==> src/rtl/mat_pkg.sv <==
// Package for the multicast address table.
// Holds the operation codes, field widths, controller states and the
// command and status words shared by the controller and the datapath.
package mat_pkg;

  localparam int MAC_BYTES = 6;
  localparam int MAC_W     = MAC_BYTES * 8;
  localparam int CFG_W     = 5;
  localparam int COUNT_W   = 5;

  localparam logic [CFG_W-1:0] MAX_ENTRIES_RST = 5'd16;

  localparam logic FUNC_ADD = 1'b0;
  localparam logic FUNC_DEL = 1'b1;

  typedef enum logic [3:0] {
    ST_IDLE  = 4'b0001,
    ST_SCAN  = 4'b0010,
    ST_SHIFT = 4'b0100,
    ST_RESP  = 4'b1000
  } state_t;

  typedef struct packed {
    logic load;
    logic scan;
    logic set_fail;
    logic append;
    logic shift_init;
    logic shift;
    logic shrink;
  } cmd_t;

  typedef struct packed {
    logic full_add;
    logic is_del;
    logic match;
    logic miss;
    logic shift_end;
  } sts_t;

endpackage

==> src/rtl/mat_ram.sv <==
// Generic single-write, single-read RAM with registered read data.
// Standalone; used for the address store of the multicast address table.
module mat_ram #(
  parameter int WIDTH = 48,
  parameter int DEPTH = 16,
  parameter int AW    = (DEPTH > 1) ? $clog2(DEPTH) : 1
) (
  input  logic             clk,
  input  logic             we,
  input  logic [AW-1:0]    waddr,
  input  logic [WIDTH-1:0] wdata,
  input  logic [AW-1:0]    raddr,
  output logic [WIDTH-1:0] rdata
);

  logic [WIDTH-1:0] mem [DEPTH];

  always_ff @(posedge clk) begin
    if (we) begin
      mem[waddr] <= wdata;
    end
    rdata <= mem[raddr];
  end

endmodule

==> src/rtl/mat_ctrl.sv <==
// Controller of the multicast address table: request sequencing FSM.
// Depends on mat_pkg for the state encoding and the command/status words.
module mat_ctrl (
  input  logic          clk,
  input  logic          rst_n,
  input  logic          start,
  input  mat_pkg::sts_t sts,
  output logic          busy,
  output logic          out_valid,
  output mat_pkg::cmd_t cmd
);

  import mat_pkg::*;

  state_t state_r, state_nxt;

  always_ff @(posedge clk) begin
    if (!rst_n) begin
      state_r <= ST_IDLE;
    end else begin
      state_r <= state_nxt;
    end
  end

  always_comb begin
    state_nxt = state_r;
    cmd       = '0;
    case (state_r)
      ST_IDLE: begin
        if (start) begin
          cmd.load  = 1'b1;
          state_nxt = sts.full_add ? ST_RESP : ST_SCAN;
        end
      end
      ST_SCAN: begin
        cmd.scan = 1'b1;
        if (sts.match) begin
          if (sts.is_del) begin
            cmd.shift_init = 1'b1;
            state_nxt      = ST_SHIFT;
          end else begin
            cmd.set_fail = 1'b1;
            state_nxt    = ST_RESP;
          end
        end else if (sts.miss) begin
          if (sts.is_del) begin
            cmd.set_fail = 1'b1;
          end else begin
            cmd.append = 1'b1;
          end
          state_nxt = ST_RESP;
        end
      end
      ST_SHIFT: begin
        cmd.shift = 1'b1;
        if (sts.shift_end) begin
          cmd.shrink = 1'b1;
          state_nxt  = ST_RESP;
        end
      end
      ST_RESP: begin
        state_nxt = ST_IDLE;
      end
      default: begin
        state_nxt = ST_IDLE;
      end
    endcase
  end

  assign busy      = (state_r != ST_IDLE);
  assign out_valid = (state_r == ST_RESP);

endmodule

==> src/rtl/mat_dp.sv <==
// Datapath of the multicast address table: limit register, count, scan and
// shift pointers, address store. Depends on mat_pkg and mat_ram.
module mat_dp #(
  parameter int DEPTH = 16
) (
  input  logic                        clk,
  input  logic                        rst_n,
  input  logic                        cfg_we,
  input  logic [mat_pkg::CFG_W-1:0]   cfg_wdata,
  input  logic                        in_func,
  input  logic [mat_pkg::MAC_W-1:0]   in_mac_address,
  input  mat_pkg::cmd_t               cmd,
  output mat_pkg::sts_t               sts,
  output logic                        out_failed,
  output logic [mat_pkg::COUNT_W-1:0] out_entry_count
);

  import mat_pkg::*;

  localparam int AW    = (DEPTH > 1) ? $clog2(DEPTH) : 1;
  localparam int CNT_W = $clog2(DEPTH + 1);
  localparam int LW    = (CNT_W > CFG_W) ? CNT_W : CFG_W;

  logic [CFG_W-1:0] max_entries_r;
  logic [CNT_W-1:0] count_r, count_nxt;
  logic [CNT_W-1:0] rd_ptr_r, rd_ptr_nxt;
  logic [CNT_W-1:0] cmp_idx_r, cmp_idx_nxt;
  logic             cmp_vld_r, cmp_vld_nxt;
  logic             fail_r, fail_nxt;
  logic             func_r;
  logic [MAC_W-1:0] addr_r;

  logic             full;
  logic             more;
  logic             ram_we;
  logic [AW-1:0]    ram_waddr;
  logic [MAC_W-1:0] ram_wdata;
  logic [MAC_W-1:0] ram_q;
  logic [CNT_W-1:0] dst_idx;

  mat_ram #(
    .WIDTH (MAC_W),
    .DEPTH (DEPTH),
    .AW    (AW)
  ) u_ram (
    .clk   (clk),
    .we    (ram_we),
    .waddr (ram_waddr),
    .wdata (ram_wdata),
    .raddr (rd_ptr_r[AW-1:0]),
    .rdata (ram_q)
  );

  assign full = (LW'(count_r) >= LW'(max_entries_r)) || (count_r >= CNT_W'(DEPTH));
  assign more = (rd_ptr_r < count_r);

  assign sts.full_add  = (in_func == FUNC_ADD) && full;
  assign sts.is_del    = (func_r == FUNC_DEL);
  assign sts.match     = cmp_vld_r && (ram_q == addr_r);
  assign sts.miss      = !cmp_vld_r && !more;
  assign sts.shift_end = !cmp_vld_r && !more;

  assign dst_idx   = cmp_idx_r - CNT_W'(1);
  assign ram_we    = cmd.append || (cmd.shift && cmp_vld_r);
  assign ram_waddr = cmd.append ? count_r[AW-1:0] : dst_idx[AW-1:0];
  assign ram_wdata = cmd.append ? addr_r : ram_q;

  always_comb begin
    count_nxt   = count_r;
    rd_ptr_nxt  = rd_ptr_r;
    cmp_idx_nxt = cmp_idx_r;
    cmp_vld_nxt = cmp_vld_r;
    fail_nxt    = fail_r;
    if (cmd.load) begin
      rd_ptr_nxt  = '0;
      cmp_vld_nxt = 1'b0;
      fail_nxt    = sts.full_add;
    end
    if (cmd.scan || cmd.shift) begin
      cmp_idx_nxt = rd_ptr_r;
      cmp_vld_nxt = more;
      if (more) begin
        rd_ptr_nxt = rd_ptr_r + CNT_W'(1);
      end
    end
    if (cmd.shift_init) begin
      rd_ptr_nxt  = cmp_idx_r + CNT_W'(1);
      cmp_vld_nxt = 1'b0;
      fail_nxt    = 1'b0;
    end
    if (cmd.set_fail) begin
      fail_nxt = 1'b1;
    end
    if (cmd.append) begin
      count_nxt = count_r + CNT_W'(1);
      fail_nxt  = 1'b0;
    end
    if (cmd.shrink) begin
      count_nxt = count_r - CNT_W'(1);
    end
  end

  always_ff @(posedge clk) begin
    if (!rst_n) begin
      max_entries_r <= MAX_ENTRIES_RST;
      count_r       <= '0;
      rd_ptr_r      <= '0;
      cmp_idx_r     <= '0;
      cmp_vld_r     <= 1'b0;
      fail_r        <= 1'b0;
    end else begin
      if (cfg_we) begin
        max_entries_r <= cfg_wdata;
      end
      count_r   <= count_nxt;
      rd_ptr_r  <= rd_ptr_nxt;
      cmp_idx_r <= cmp_idx_nxt;
      cmp_vld_r <= cmp_vld_nxt;
      fail_r    <= fail_nxt;
    end
  end

  always_ff @(posedge clk) begin
    if (cmd.load) begin
      func_r <= in_func;
      addr_r <= in_mac_address;
    end
  end

  assign out_failed      = fail_r;
  assign out_entry_count = COUNT_W'(count_r);

endmodule

==> src/rtl/multicast_address_table.sv <==
// Multicast address table, top level: dense list of 48-bit addresses.
// Joins mat_ctrl and mat_dp; depends on mat_pkg.
//
// Usage:
//   A request (in_func: add or delete, in_mac_address) is taken at a rising
//   edge with start high and busy low. busy stays high until the result has
//   been shown. The result (out_failed, out_entry_count) is on the out_
//   ports for one cycle, marked by out_valid; the receiver cannot stall it.
//   The next request is taken from the cycle after out_valid.
//   An add to a full list goes straight to the result; any other request
//   first scans the list, and a delete that hits then also shifts the later
//   entries down one place.
//   The address store is a RAM read one entry per cycle; the scan and the
//   shift-down of later entries after a delete each walk it at most once.
//   cfg_we / cfg_wdata write the largest count allowed (reset 16); the
//   limit in force is the smaller of it and DEPTH. Write it while idle.
//   Reset (rst_n low, synchronous) empties the list and returns to idle;
//   no clearing pass is needed.
module multicast_address_table #(
  parameter int DEPTH = 16
) (
  input  logic                        clk,
  input  logic                        rst_n,
  input  logic                        cfg_we,
  input  logic [mat_pkg::CFG_W-1:0]   cfg_wdata,
  input  logic                        start,
  output logic                        busy,
  input  logic                        in_func,
  input  logic [mat_pkg::MAC_W-1:0]   in_mac_address,
  output logic                        out_valid,
  output logic                        out_failed,
  output logic [mat_pkg::COUNT_W-1:0] out_entry_count
);

  import mat_pkg::*;

  cmd_t cmd;
  sts_t sts;

  mat_ctrl u_ctrl (
    .clk       (clk),
    .rst_n     (rst_n),
    .start     (start),
    .sts       (sts),
    .busy      (busy),
    .out_valid (out_valid),
    .cmd       (cmd)
  );

  mat_dp #(
    .DEPTH (DEPTH)
  ) u_dp (
    .clk             (clk),
    .rst_n           (rst_n),
    .cfg_we          (cfg_we),
    .cfg_wdata       (cfg_wdata),
    .in_func         (in_func),
    .in_mac_address  (in_mac_address),
    .cmd             (cmd),
    .sts             (sts),
    .out_failed      (out_failed),
    .out_entry_count (out_entry_count)
  );

  a_accept_busy: assert property (@(posedge clk) disable iff (!rst_n)
    (start && !busy) |=> busy)
    else $error("busy not raised after accepted request");

  a_valid_in_busy: assert property (@(posedge clk) disable iff (!rst_n)
    out_valid |-> busy)
    else $error("result shown while idle");

  a_valid_release: assert property (@(posedge clk) disable iff (!rst_n)
    out_valid |=> (!busy && !out_valid))
    else $error("block not released after result");

  a_cmd_phase: assert property (@(posedge clk) disable iff (!rst_n)
    $onehot0({cmd.load, cmd.scan, cmd.shift}))
    else $error("overlapping controller phases");

endmodule
==> config.mk <==
export PLATFORM = sky130hd
export DESIGN_NAME = multicast_address_table
export DESIGN_NICKNAME = d
export VERILOG_FILES = /design/src/rtl/mat_pkg.sv /design/src/rtl/mat_ram.sv /design/src/rtl/mat_ctrl.sv /design/src/rtl/mat_dp.sv /design/src/rtl/multicast_address_table.sv
export SDC_FILE = /design/constraint.sdc
export NUM_CORES = 1
export LEC_CHECK = 0
export BUFFER_PORTS_ARGS = -buffer_cell sky130_fd_sc_hd__buf_2
export CAP_MARGIN = 20
export CORE_MARGIN = 2
export CORE_UTILIZATION = 50
export DETAILED_ROUTE_END_ITERATION = 7
export PLACE_DENSITY = 0.7
export SKIP_CTS_REPAIR_TIMING = 1
export SYNTH_ARGS = -nofsm -noshare
export SYNTH_HDL_FRONTEND = slang
export SYNTH_SLANG_ARGS = --single-unit
==> constraint.sdc <==
create_clock -name clk -period 5.2 [get_ports clk]
set_input_delay 0.78 -clock clk [delete_from_list [all_inputs] [get_ports clk]]
set_output_delay 0.78 -clock clk [all_outputs]
set_load 0.1 [all_outputs]
* After elaboration in Yosys (flattened, before gate mapping)
Memories as Yosys holds them, arrays and structs flattened. A register that Yosys moved wholly into a read port is not among the register bits.
Index checks and enable logic that the tools add are counted.
** Cells by class
- $lt $le $gt $ge :: 3
- Add/subtract/negate cells :: 5
- Eq/ne operators :: 7
- Bitwise operators :: 2
- Multiplexer cells :: 32
- Reduce and logical (&&, ||, !) cells :: 14
** Operator list (count)
- $eq 48x48->1 :: 1
- $mux 48 :: 1
- $mux 5 :: 6
- $mux 4 :: 7
- $add 5x1->5 const B :: 3
- $mux 1 :: 15
- $pmux 4 s3 :: 1
- $ge 5x5->1 :: 1
- $ge 5x5->1 const B :: 1
- $lt 5x5->1 :: 1
- $sub 5x1->5 const B :: 1
- $eq 4x1->1 const B :: 1
- $eq 4x2->1 const B :: 1
- $eq 4x3->1 const B :: 1
- $eq 4x4->1 const B :: 1
- $logic_and 1x1->1 :: 4
- $mux 2 :: 2
- $ne 4x1->1 const B :: 1
- $reduce_bool 2->1 :: 2
- $reduce_or 2->1 :: 2
- $sub 4x1->4 const B :: 1
- $logic_or 1x1->1 :: 3
- $reduce_bool 3->1 :: 1
- $logic_not 1->1 :: 2
- 2 further kinds :: 3
** Word-level totals
- Bits in writable memories :: 768
- Memories :: 1
- Register bits after elaboration :: 75
- Word-level logic and storage cells :: 73
- Output and inout port bits :: 8
- Input bits :: 58
** Memories
- u_dp.u_ram.mem :: words 16, bits a word 48, read ports 1, clocked after memory_dff 1, wr ports 1, line mat_ram.sv:16 : logic [WIDTH-1:0] mem [DEPTH];

* Longest topological paths before layout
- Word-level depth :: 9
- Depth in mapped cells :: 15
- Depth with buffers taken out :: 14

* Cells and area by module
A second synthesis with hierarchy kept.
** Unflattened totals
- Cell total of the unflattened synthesis :: 1655
- Area, all modules :: 34032.6 sq um
** By module, submodules not included
- mat_ram :: area an instance 29691.0 sq um, cells an instance 1242, times used 1, seq. area each 24023.0 sq um
- mat_dp :: area an instance 4055.1 sq um, cells an instance 377, times used 1, seq. area each 1911.8 sq um
- mat_ctrl :: area an instance 286.5 sq um, cells an instance 36, times used 1, seq. area each 80.1 sq um

* Worst setup path after synthesis
No wires, ideal clock.
- Path kind :: reg2reg
- From :: register u_dp.count_r[2] (netlist: u_dp.out_entry_count[2])
- To :: memory u_dp.u_ram.mem[3][0] (enable)
- Setup time :: 454 ps
- Buffers on the path :: 1
- Clock period less this slack :: 5558 ps
- Stages on the path, launching flop included :: 11
- Arrival :: 5104 ps
- Path slack :: -358 ps
- Data required time :: 4746 ps
- Cell sequence :: dfxtp_1 -> inv_1 -> ha_1 -> nand2_1 -> o21ai_0 -> a31oi_1 -> nor3_1 -> clkbuf_1 -> nand3_1 -> o31a_1 -> nor2_1
** On the way
- Cells in the longest elaborated chain, start to end :: 9
- Elaborated cells between the ends (all ways) :: 10
- Those cells by class :: order compare (1); mux (6); reduce/logical (3)
** Ends and longest elaborated chain
- start: declaration :: line mat_dp.sv:25 : logic [CNT_W-1:0] count_r, count_nxt;
- start signal: assignment :: line mat_dp.sv:115 : count_r <= count_nxt;
- $lt 5x5->1 :: line mat_dp.sv:55 : assign more = (rd_ptr_r < count_r);
- $logic_not 1->1 :: line mat_dp.sv:60 : assign sts.miss = !cmp_vld_r && !more;
- $logic_and 1x1->1 :: line mat_dp.sv:60
- $mux 2 :: line mat_ctrl.sv:45 : end else if (sts.miss) begin
- $mux 1 :: line mat_ctrl.sv:37 : if (sts.match) begin
- $mux 4 :: line mat_ctrl.sv:28 : case (state_r)
- $logic_or 1x1->1 :: line mat_dp.sv:64 : assign ram_we = cmd.append || (cmd.shift && cmp_vld_r);
- $mux 1 :: line mat_ram.sv:19 : if (we) begin
- $mux 1 (implied by the code) :: line mat_ram.sv:20 : mem[waddr] <= wdata;
- end: declaration :: line mat_ram.sv:16
Several ways; a longest one is shown, not always the timed one.

* Final worst setup path
- From :: register u_dp.count_r[1] (netlist: u_dp.out_entry_count[1])
- To :: memory u_dp.u_ram.mem[14][24] (enable)
The elaborated chain is that of the path after synthesis.

==> results.yml <==
clock_tree:
  cts_max_level: 3
  clk_path_buf_depth: 3
  clock_latency_ns: 0.66
  clkTransAtPathRegs_ns: 0.06
  cts.sinks: 891
  cts_root_buf: "clkbuf_16"
  numCtsBuffers: 89
  cts_tree: "done"
global_route:
  grt_pass1_vias: 16500
  grtUsageTotal_pct: 22.3
  grt_max_degree: 160
  antenna_found_initial: 1
  grt_pass1_wl_mm: 113
  grt_overflow: 0
route:
  postRouteAntennaNets: 0
  via_per_inst: 6.19
  drt-initial-drc-count: 1943
  wl_met3_mm: 5.30
  top_layer_used: "met5"
  drt-pass1-iter-count: 5
  drcViolationCount: 0
  met1_length_mm: 32.1
  routed_wl_mm: 76.1
  via_count: 16000
  wl_met2_mm: 37.3
  routedWlPerCell_um: 29.5
critical_path:
  crit_path_max_fanout: 48
  cp_common_cell: "buf_4"
  slowest_delay_ns: 0.74
  worst-setup-path-type: "flop to flop"
  critPathLaunchType: "flop"
  worstSetupEndpointType: "flop"
  cp.arrival_ns: 4.54
  required_ns: 5.46
  crit_chain: "inv_1 > ha_1 > nand2_1 > o21ai_0 > a31oi_1 > nor3_2 > buf_4 > a32oi_1 > nor2_4 > buf_4"
  slowest_stage: "buf_4"
timing:
  finClkSkew_ns: 0.0305
  hold_violations: 0
  finalSetupTns_ns: 0
  fmax_mhz: 234
  relSlewSlack_pct: 24.8
  fin_crit_ns: 4.28
  slew_viol_final: 0
  setup_viol: 0
  fin_crit_sh_pct: 82.2
  worst_pin_slew_ns: 1.13
  rsz0062_at_grt: "false"
synth:
  synthSimpleGateAreaFrac_pct: 1.77
  synth-compound-area-share_pct: 1.11
  yosys-mux-area-fraction_pct: 17.7
  yosys.area.top_type_share_pct: 72.3
  synth_common_cells: "817 x edfxtp_1, 240 x mux4_2, 74 x dfxtp_1, 47 x clkbuf_1, 44 x mux2_2"
  synth_top_family_by_area: "multiplexers"
  yosysMostFrequentCell: "edfxtp_1"
  synth_seq_cells: 891
  synthXorXnorAreaFrac_pct: 1.29
  synth_top_flop_cell: "edfxtp_1"
  synth_area_leaders: "edfxtp_1 72%, mux4_2 16%, dfxtp_1 4.4%, mux2_2 1.5%, xnor2_1 0.77%"
  synth_fa_ha_area_share_pct: 0.479
  ys_seq_area_share_pct: 76.7
  synth_area_leader_cell: "edfxtp_1"
  synthesis.area_mm2: 0.0339
  syn_area_per_cell_um2: 22.5
  syn_nets: 1581
  synth_edf_count: 817
  async_flop_share_pct: 0
  yosysWarnings: 0
  synth_cells: 1510
  netlist-cell-type-count: 50
place:
  portBuffers: 65
  placed_area_mm2: 0.0356
  hpwl_mm: 40.5
  gp_congestion: 0.850
die:
  rows: 95
  initial_core_util_pct: 50.5
  die-height_um: 265
  fp.dieW_um: 265
  top_level_ports: 66
  core_area_mm2: 0.0672
  dieArea_mm2: 0.0700
layout:
  postLayoutCoreUtil_pct: 57.7
  fin_nets: 1704
  drive_gt1_share_pct: 32.0
  postLayoutCellArea_mm2: 0.0387
  n_fill_cell: 4729
  antenna_cells: 0
  syn2layout_area_growth_pct: 14.1
pwr:
  cellPowerDensity_mw_per_mm2: 380
  p_leak_uw: 0.0120
  ir_drop_v: 0.000286
  power_uw: 14700
run:
  maxCapViolCount: 0
min_path:
  hp-class: "input port to flop"
run_status:
  status: "complete, no violations"
-- cell type report --
type | instances | area (um2) | share of cell area [%]
Clock buffer | 108 | 2350 | 6.06
Clock inverter | 58 | 768 | 1.98
Inverter | 19 | 71.3 | 0.184
Multi-Input combinational cell | 532 | 7710 | 19.9
Sequential cell | 891 | 26000 | 67.2
Tap cell | 873 | 1090 | 2.82
Timing Repair Buffer | 100 | 708 | 1.83
-- state kept, by name, summed over array words and instances (netlist names) --
| name | flops |
|---|---|
| u_ctrl.state_r | 4 |
| u_dp.addr_r | 48 |
| u_dp.cmp_idx_r | 5 |
| u_dp.cmp_vld_r | 1 |
| u_dp.func_r | 1 |
| u_dp.max_entries_r | 5 |
| u_dp.out_entry_count | 5 |
| u_dp.out_failed | 1 |
| u_dp.rd_ptr_r | 5 |
| u_dp.u_ram.mem | 768 |
| u_dp.u_ram.rdata | 48 |
-- where the power goes --
group	internal, uW	switching, uW	total (uW)
clock	3990	2730	6720
combinational	50.7	110	161
sequential	7770	51.4	7820
total	11800	2890	14700
-- routing by layer --
metal,up-vias,global-route usage [%]
met5,-,0
met4,2,5.59
met3,121,3.90
met2,639,35.5
met1,8629,32.6
li1,6575,-
-- worst paths after layout --
| check | start | end | slack, ns | depth (start not counted) |
|---|---|---|---|---|
| hold reg to reg | u_dp.rd_ptr_r[4] | u_dp.rd_ptr_r[4] | 0.51 | 2 |
| setup / recovery | u_dp.out_entry_count[1] | u_dp.u_ram.mem[14][24] | 0.92 | 10 |
| setup reg to reg | u_dp.out_entry_count[1] | u_dp.u_ram.mem[14][24] | 0.92 | 10 |
| hold / removal | in_mac_address[6] | u_dp.addr_r[6] | 0.29 | 1 |
-- critical path, delay by kind of cell (launching register included) --
kind	cells	cell delay [ns]
compound gates	3	0.82
buf+inv	3	1.36
fa+ha+maj	1	0.32
flops	1	0.52
simple gates	3	0.83
-- placed cells by master, fill, tap and decap left out, types with 4 or more instances in the layout --
master	instances
a21oi_1	10
a31oi_1	5
and2_1	4
buf_12	10
buf_2	66
buf_4	23
bufinv_16	15
clkbuf_1	14
clkbuf_16	89
clkbuf_8	5
clkinv_1	14
clkinv_2	14
clkinv_8	4
clkinvlp_4	7
dfxtp_1	70
dfxtp_4	4
edfxtp_1	817
ha_1	13
inv_1	18
mux2_2	44
mux2i_1	11
mux4_2	240
nand2_1	24
nand2b_1	7
nand3_1	11
nand4_1	8
nor2_1	11
nor2_4	16
nor2b_1	14
nor3_1	7
nor4_1	4
o2111ai_1	4
o21ai_0	9
o21ai_1	4
xnor2_1	30
xor2_1	20
-- cells by family after synthesis --
logic type,after synthesis
buffers and inverters,87
AOI/OAI and AO/OA,56
muxes,295
DFF,891
xor gates and xnor gates,50
adders and majority gates,13
and+or+nand+nor,118
-- per-stage QoR --
| stage | cells | hold WS, ns | setup slack (ns) |
|---|---|---|---|
| final | 2581 | 0.294 | 0.924 |
| after global placement | 2413 | 0.493 | 1.14 |
| after global routing | 2581 | 0.269 | 0.733 |
| after CTS | 2580 | 0.264 | 0.966 |
| after detailed placement | 2414 | 0.508 | 0.997 |
| after floorplan | 1510 | 0.472 | -0.358 |
No activity file was read; power rests on OpenSTA's default activity.
